`config.mk`:
```
export PLATFORM = sky130hd
export DESIGN_NAME = rlsi_ctrl
export DESIGN_NICKNAME = d
export VERILOG_FILES = /design/src/hw/rtl/rlsi_pkg.sv /design/src/hw/rtl/rlsi_ctrl.sv
export SDC_FILE = /design/constraint.sdc
export NUM_CORES = 1
export LEC_CHECK = 0
export BUFFER_PORTS_ARGS = -buffer_cell sky130_fd_sc_hd__clkbuf_2
export CORE_AREA = 2 2 39 41
export DETAILED_ROUTE_END_ITERATION = 8
export DIE_AREA = 0 0 41 43
export HOLD_SLACK_MARGIN = 0.15
export PLACE_DENSITY = 0.46
export SLEW_MARGIN = 20
export SYNTH_ARGS = -nofsm -noshare
export SYNTH_HDL_FRONTEND = slang
export SYNTH_SLANG_ARGS = --single-unit
```
`constraint.sdc`:
```
create_clock -name clk -period 1.1 [get_ports clk]
set_clock_uncertainty 0.2 [all_clocks]
set_input_delay 0.055 -clock clk [delete_from_list [all_inputs] [get_ports clk]]
set_output_delay 0.055 -clock clk [all_outputs]
set_load 0.03 [all_outputs]
```
`src/hw/rtl/rlsi_pkg.sv`:
```
// Package for the run-length skip iterator.
// Holds request action codes, field widths and the controller/datapath interface structs.
// No dependencies.
package rlsi_pkg;

	// Field widths fixed by the request and result formats
	localparam int ACTION_W = 2;
	localparam int COUNT_W  = 32;
	localparam int VALUE_W  = 32;
	localparam int AMOUNT_W = 32;

	// Default table geometry
	localparam int DEF_MAX_PAIRS  = 256;
	localparam int DEF_DATA_WIDTH = 32;

	// Request action codes (code 3 is unused and ignored)
	typedef enum logic [ACTION_W-1:0] {
		ACT_CLEAR   = 2'd0,
		ACT_APPEND  = 2'd1,
		ACT_CONSUME = 2'd2
	} action_t;

	// Commands from controller to datapath
	typedef struct packed {
		logic clear;        // empty table, rewind position
		logic append;       // store one pair (dropped when full)
		logic take;         // latch consume amount
		logic advance;      // skip current run: n -= count, position++
		logic stage_empty;  // mark exhausted, stage a not-found result
		logic hit;          // decrement current run, stage a found result
		logic emit;         // move staged result into output register
	} cmd_t;

	// Status from datapath to controller
	typedef struct packed {
		logic exhausted;    // sticky end-of-sequence flag
		logic at_end;       // position past last loaded pair
		logic next_at_end;  // position + 1 past last loaded pair
		logic skip;         // remaining amount exceeds current run count
		logic out_free;     // output register can take a result this cycle
	} status_t;

endpackage

```
`src/hw/rtl/rlsi_ctrl.sv`:
```
// Controller state machine for the run-length skip iterator.
// Sequences clear, append and the consume walk; depends on rlsi_pkg.
module rlsi_ctrl (
	input  logic                          clk,
	input  logic                          arst_n,
	input  logic                          in_valid,
	output logic                          in_ready,
	input  logic [rlsi_pkg::ACTION_W-1:0] action,
	input  rlsi_pkg::status_t             status,
	output rlsi_pkg::cmd_t                cmd
);
	import rlsi_pkg::*;

	typedef enum logic [1:0] {
		ST_IDLE,
		ST_WALK,
		ST_EMIT
	} state_t;

	state_t state_q;
	state_t state_next;

	// Next state and command decode
	always_comb begin
		cmd        = '0;
		state_next = state_q;
		in_ready   = 1'b0;
		unique case (state_q)
			ST_IDLE: begin
				in_ready = 1'b1;
				if (in_valid) begin
					unique case (action)
						ACT_CLEAR: begin
							cmd.clear = 1'b1;
						end
						ACT_APPEND: begin
							cmd.append = 1'b1;
						end
						ACT_CONSUME: begin
							cmd.take = 1'b1;
							if (status.exhausted || status.at_end) begin
								cmd.stage_empty = 1'b1;
								state_next      = ST_EMIT;
							end else begin
								state_next = ST_WALK;
							end
						end
						default: begin
						end
					endcase
				end
			end
			ST_WALK: begin
				if (status.skip) begin
					cmd.advance = 1'b1;
					if (status.next_at_end) begin
						cmd.stage_empty = 1'b1;
						state_next      = ST_EMIT;
					end
				end else begin
					cmd.hit    = 1'b1;
					state_next = ST_EMIT;
				end
			end
			ST_EMIT: begin
				if (status.out_free) begin
					cmd.emit   = 1'b1;
					state_next = ST_IDLE;
				end
			end
			default: begin
				state_next = ST_IDLE;
			end
		endcase
	end

	// State register
	always_ff @(posedge clk or negedge arst_n) begin
		if (!arst_n) begin
			state_q <= ST_IDLE;
		end else begin
			state_q <= state_next;
		end
	end

endmodule

```
==> qor.yml, run 1 <==
antenna_found_initial: 0
antennaDiodeCount: 0
finalNonFillerCells: 69
layout_common_cells: "9 x clkbuf_2, 6 x dlygate4sd3_1, 4 x clkbuf_4, 4 x buf_8, 4 x buf_6"
start_kind: "flop"
hold_viol_final: 0
fin_crit_ps: 1500
initial_core_util_pct: 13.6
fp-row-count: 14
multi_input_area_um2: 198
slew_violations: 0
synth_warnings: 0
critPathBufInv: 1
yosysUniqueCellTypes: 14
layout.nets: 65
drive_gt1_share_pct: 71.7
numPortBuffers: 17
drv_cap: 0
clock_latency_ps: 230
first_global_vias: 255
cts.sinks: 2
period_share_pct: 137
relSlewSlack_pct: 82.7
crit_family: "simple AND/OR/NAND/NOR gates"
synthAdderAreaFrac_pct: 0
gr-total-overflow: 0
synth_area_um2: 188
end_kind: "output port"
worst_slack_ps: -404
r2r_end: "state_q[0]$_DFFE_PN0P_"
globalplace.congestion: 0.593
grt_pass1_wl_um: 979
cts_buffers: 3
fillers: 141
die_w_um: 41
reg2regPathDepth: 4
ir_drop_mv: 0.368
placedCellCount: 57
yosys-mux-area-fraction_pct: 0
p_sw_share_pct: 32.7
syn-mean-instance-area_um2: 8.94
cts_root_buf: "clkbuf_4"
synth_compound_area_share_pct: 16.7
critical_path.max_stage_delay_ps: 400
die_h_um: 43
drt_iter0_drc: 0
rrSetupSlack_ps: -250
setup_viol: 10
final_common_cell: "clkbuf_2"
power.density_nw_per_um2: 809
dr.pass1.iters: 1
regMostFlops: "state_q"
syn2layout_area_growth_pct: 203
via_count: 282
yosys.area_share.simple_pct: 54.7
regArea_um2: 50.0
seq_area_frac_synth_pct: 26.7
path_max_fanout: 3
crit_path_top_delay_cell: "dfrtp_1"
synth_top_family_by_area: "simple AND/OR/NAND/NOR gates"
p_clk_share_pct: 37.1
p_sw_uw: 150
synth_fp_nets: 31
wl_um: 670
worstHoldStart: "in_valid"
synthCells: 21
r2r_start: "state_q[0]$_DFFE_PN0P_"
core_um2: 1380
grt_usage_pct: 9.25
p_int_uw: 309
status: "finished, violations left"
vias_per_cell: 4.09
synthXorXnorAreaFrac_pct: 0
hpwl_um: 457
grt_start_max_net_pins: 4
min_to: "state_q[1]$_DFFE_PN0P_"
violations: "setup timing"
pin_count: 18
cts-hold-fix-buffers: 6
min_path_cells: 4
startpoint: "state_q[0]$_DFFE_PN0P_"
top_regs: "state_q (2)"
tightest_slew_ps: 259
fmax_mhz: 665
largest_register_ffs: 2
remaining_drc_errors: 0
seq_power_share_pct: 18.6
rsz0062_at_grt: "yes"
ant_nets: 0
cp.arrival_ps: 1250
worstPathCellList: "nor2_4 > nand2_4 > nor3b_4 > clkbuf_8"
crit_type: "flop to output port"
cts_max_level: 1
die_area_um2: 1760
cts_tree: "yes"
cts_buffer_depth: 2
required_ps: 840
holdWs_ps: 84.1
hold_class: "primary input to flop"
combPwrFrac_pct: 44.3
cts.clk_slew.worst_paths_ps: 30
wl_per_cell_um: 9.71
total_leakage_power_uw: 0.000270
pre_cts_slack_ps: -250
synth_seq_cells: 2
Yosys cell counts (all sizes together):
cell type / instances / area (µm²)
o31ai: 1 / 12.5
a2bb2oi: 1 / 8.76
dfrtp: 2 / 50.1
inv: 1 / 3.75
nor3: 1 / 5.00
nand4b: 1 / 23.8
nor2b: 1 / 6.26
nor3b: 1 / 7.51
nand2b: 2 / 12.5
o21ai: 2 / 10.0
and3b: 2 / 17.5
nor2: 4 / 22.5
nand2: 2 / 7.51
logic make-up (layout without fill, tap and decap cells):
group / Yosys count / in the layout
and+or+nand+nor: 14 / 14
DFF: 2 / 2
AOI/OAI and AO/OA: 4 / 4
buffers and inverters: 1 / 33
timing repair:
item | in CTS | in global routing
resized for setup | 16 | 11
setup buffers | 2 | 1
pin swaps | 2 | 3
setup endpoints to repair | 10 | 10
endpoints found under the hold margin | 4 | 2
worst max-delay path by stage:
stage | slack [ps] | cells past startpoint | to
final | -400 | 4 | cmd[5]
after detailed placement | -250 | 4 | cmd[2]
after global routing | -460 | 4 | cmd[5]
after floorplan | -310 | 3 | cmd[5]
after global placement | -240 | 4 | cmd[2]
after CTS | -440 | 4 | cmd[2]
power groups by stage:
stage | Combinational, µW | Clock, µW | Sequential [µW]
floorplan | 80.3 | 0 | 85.9
global placement | 135 | 0 | 86.3
detailed placement | 135 | 0 | 86.2
CTS | 183 | 174 | 84.7
global route | 216 | 192 | 85.8
finish | 204 | 170 | 85.3
worst reg2reg max path, delay by kind of cell (launching register included):
kind / cells / cell delay (ps)
compound gates: 1 / 160
simple gates: 2 / 330
buf+inv: 1 / 170
flops: 1 / 400
layer usage:
layer	track usage, %	part of all wire, %	vias to the layer above
met5	0	0	-
met4	8.00	2.1	0
met3	6.28	6.9	4
met2	13.8	57	11
met1	7.74	34	128
li1	-	-	139
metrics by stage:
| step | power (µW) | setup TNS, ps | instance area (µm²) | util [%] |
|---|---|---|---|---|
| 6_report | 459 | -3010 | 568 | 41.0 |
| 5_1_grt | 494 | -3500 | 568 | 41.0 |
| 4_1_cts | 442 | -3220 | 533 | 38.5 |
| 3_5_place_dp | 221 | -1370 | 364 | 26.3 |
| 3_3_place_gp | 222 | -1370 | 364 | 26.3 |
| 2_1_floorplan | 166 | -1540 | 236 | - |
area by class of cell:
type / instances / area share, %
multi-input combinational: 18 / 34.8
tap: 16 / 3.52
timing repair buffer: 29 / 48.2
clock buffer: 3 / 3.96
inverter: 1 / 0.661
sequential: 2 / 8.81
Power figures use the tool's default switching activity.
==> run 2, diff against run 1 <==
- REMOVE_ABC_BUFFERS: default -> 1
==> run 2 against run 1 <==
The run still ends with setup timing left. Combinational power fell by 12%. Sequential share of layout area increased by 1.1 points. Clock power barely moved. Global-route usage is 0.29 points higher. Power shrank 5.3%. Final cell count unchanged. Critical path type unchanged. Critical endpoint unchanged. Largest power group unchanged. Highest routed layer unchanged.
==> qor.yml, run 2 (synthesis results as in run 1) <==
status: "finished, violations left"  # unchanged
violations: "setup timing"  # unchanged
end_kind: "output port"  # unchanged
setup_viol: 10  # unchanged
fmax_mhz: 661  # was 665 MHz
cp.arrival_ps: 1260  # was 1250 ps
regMostFlops: "state_q"  # unchanged
fin_crit_ps: 1510  # was 1500 ps
cts.clk_slew.worst_paths_ps: 30  # about the same
cts_buffer_depth: 2  # unchanged
final_common_cell: "clkbuf_2"  # unchanged
crit_path_top_delay_cell: "dfrtp_2"  # was dfrtp_1
period_share_pct: 137  # about the same
first_global_vias: 275  # was 255
largest_register_ffs: 2  # unchanged
die_w_um: 41  # unchanged
regArea_um2: 52.6  # was 50.0 µm²
wl_per_cell_um: 9.80  # was 9.71 µm
hold_class: "primary input to flop"  # unchanged
tightest_slew_ps: 225  # was 259 ps
fillers: 150  # was 141
min_path_cells: 4  # unchanged
relSlewSlack_pct: 85.0  # was 82.7%
layout_common_cells: "9 x clkbuf_2, 6 x dlygate4sd3_1, 5 x clkbuf_8, 5 x buf_4"  # was 9 x clkbuf_2, 6 x dlygate4sd3_1, 4 x clkbuf_4, 4 x buf_8, 4 x buf_6
numPortBuffers: 17  # unchanged
cts_buffers: 3  # unchanged
core_um2: 1380  # unchanged
reg2regPathDepth: 5  # was 4
remaining_drc_errors: 0  # unchanged
grt_pass1_wl_um: 1070  # was 979 µm
critical_path.max_stage_delay_ps: 430  # was 400 ps
worst_slack_ps: -412  # was -404 ps
clock_latency_ps: 230  # about the same
drt_iter0_drc: 0  # unchanged
power.density_nw_per_um2: 823  # was 809 nW/µm²
rrSetupSlack_ps: -250  # about the same
path_max_fanout: 5  # was 3
total_leakage_power_uw: 0.000270  # about the same
vias_per_cell: 3.97  # was 4.09
dr.pass1.iters: 1  # unchanged
multi_input_area_um2: 170  # was 198 µm²
finalNonFillerCells: 69  # unchanged
r2r_end: "state_q[0]$_DFFE_PN0P_"  # unchanged
worstHoldStart: "in_valid"  # unchanged
grt_start_max_net_pins: 6  # was 4
cts_root_buf: "clkbuf_4"  # unchanged
slew_violations: 0  # unchanged
die_h_um: 43  # unchanged
via_count: 274  # was 282
globalplace.congestion: 0.614  # was 0.593
worstPathCellList: "nor2_4 > nand2_2 > nor3b_2 > clkbuf_8"  # was nor2_4 > nand2_4 > nor3b_4 > clkbuf_8
cts_max_level: 1  # unchanged
r2r_start: "state_q[0]$_DFFE_PN0P_"  # unchanged
ir_drop_mv: 0.308  # was 0.368 mV
cts_tree: "yes"  # unchanged
initial_core_util_pct: 13.6  # unchanged
pin_count: 18  # unchanged
layout.nets: 65  # unchanged
top_regs: "state_q (2)"  # unchanged
min_to: "state_q[1]$_DFFE_PN0P_"  # unchanged
start_kind: "flop"  # unchanged
syn2layout_area_growth_pct: 182  # was 203%
ant_nets: 0  # unchanged
drive_gt1_share_pct: 73.6  # was 71.7%
die_area_um2: 1760  # unchanged
required_ps: 840  # about the same
drv_cap: 0  # unchanged
crit_type: "flop to output port"  # unchanged
fp-row-count: 14  # unchanged
wl_um: 676  # was 670 µm
cts-hold-fix-buffers: 6  # unchanged
rsz0062_at_grt: "yes"  # unchanged
hold_viol_final: 0  # unchanged
gr-total-overflow: 0  # unchanged
fin_util_pct: 38.2  # was 41.0%
grt_usage_pct: 9.54  # was 9.25%
placedCellCount: 58  # was 57
antennaDiodeCount: 0  # unchanged
cts.sinks: 2  # unchanged
antenna_found_initial: 0  # unchanged
run 2: cell type report:
class / count / area share, %
repair buffers: 29 / 49.2
multi-input cells: 18 / 32.2
flip-flops and latches: 2 / 9.93
clock buffers: 3 / 4.26
well taps: 16 / 3.78
inverters: 1 / 0.709
run 2: worst max-delay path, delay by kind of cell, from the launching register on:
family,cells,cell delay [ps]
buffers and inverters,1,180
AND/OR/NAND/NOR,3,420
flip-flops,1,430
run 2: where the power goes:
part	internal (µW)	leakage [µW]	switching, µW
combinational	99.4	0.000233	79.8
sequential	79.8	0.0000240	7.85
clock	121	0.0000138	47.6
total	300	0.000270	135
run 2: how the worst max path moves through the flow:
stage                            from  cells past startpoint  endpoint  slack (ps)
2_1_floorplan  state_q[1]$_DFFE_PN0P_                      3    cmd[5]        -690
3_3_place_gp   state_q[1]$_DFFE_PN0P_                      4    cmd[5]        -240
3_5_place_dp   state_q[1]$_DFFE_PN0P_                      4    cmd[5]        -240
4_1_cts        state_q[0]$_DFFE_PN0P_                      4    cmd[2]        -430
5_1_grt        state_q[1]$_DFFE_PN0P_                      4    cmd[5]        -470
6_report       state_q[1]$_DFFE_PN0P_                      4    cmd[5]        -410
run 2: per-layer routing:
layer / track usage (%) / vias to the layer above / wire length [µm]
met3: 3.14 / 2 / 44
met4: 8.00 / 0 / 14
met1: 11.3 / 119 / 269
met5: 0 / - / 0
met2: 13.1 / 12 / 348
li1: - / 141 / -
run 2: metrics by stage:
step	worst slack [ps]	area [µm²]	setup TNS (ps)	total power (µW)	hold WS, ps
final	-412	529	-3100	435	39.0
after global routing	-468	529	-3600	463	60.7
after CTS	-430	498	-3220	428	45.4
after floorplan	-694	188	-2410	152	-441
after global placement	-236	323	-1400	204	-357
after detailed placement	-240	323	-1430	203	-357
run 2: repair_timing:
item | in CTS | in global routing
gates resized for setup | 18 | 12
pin swaps | 4 | 1
setup buffers | 2 | 0
gates cloned | 0 | 0
setup endpoints to repair | 10 | 10
endpoints found under the hold margin | 4 | 2
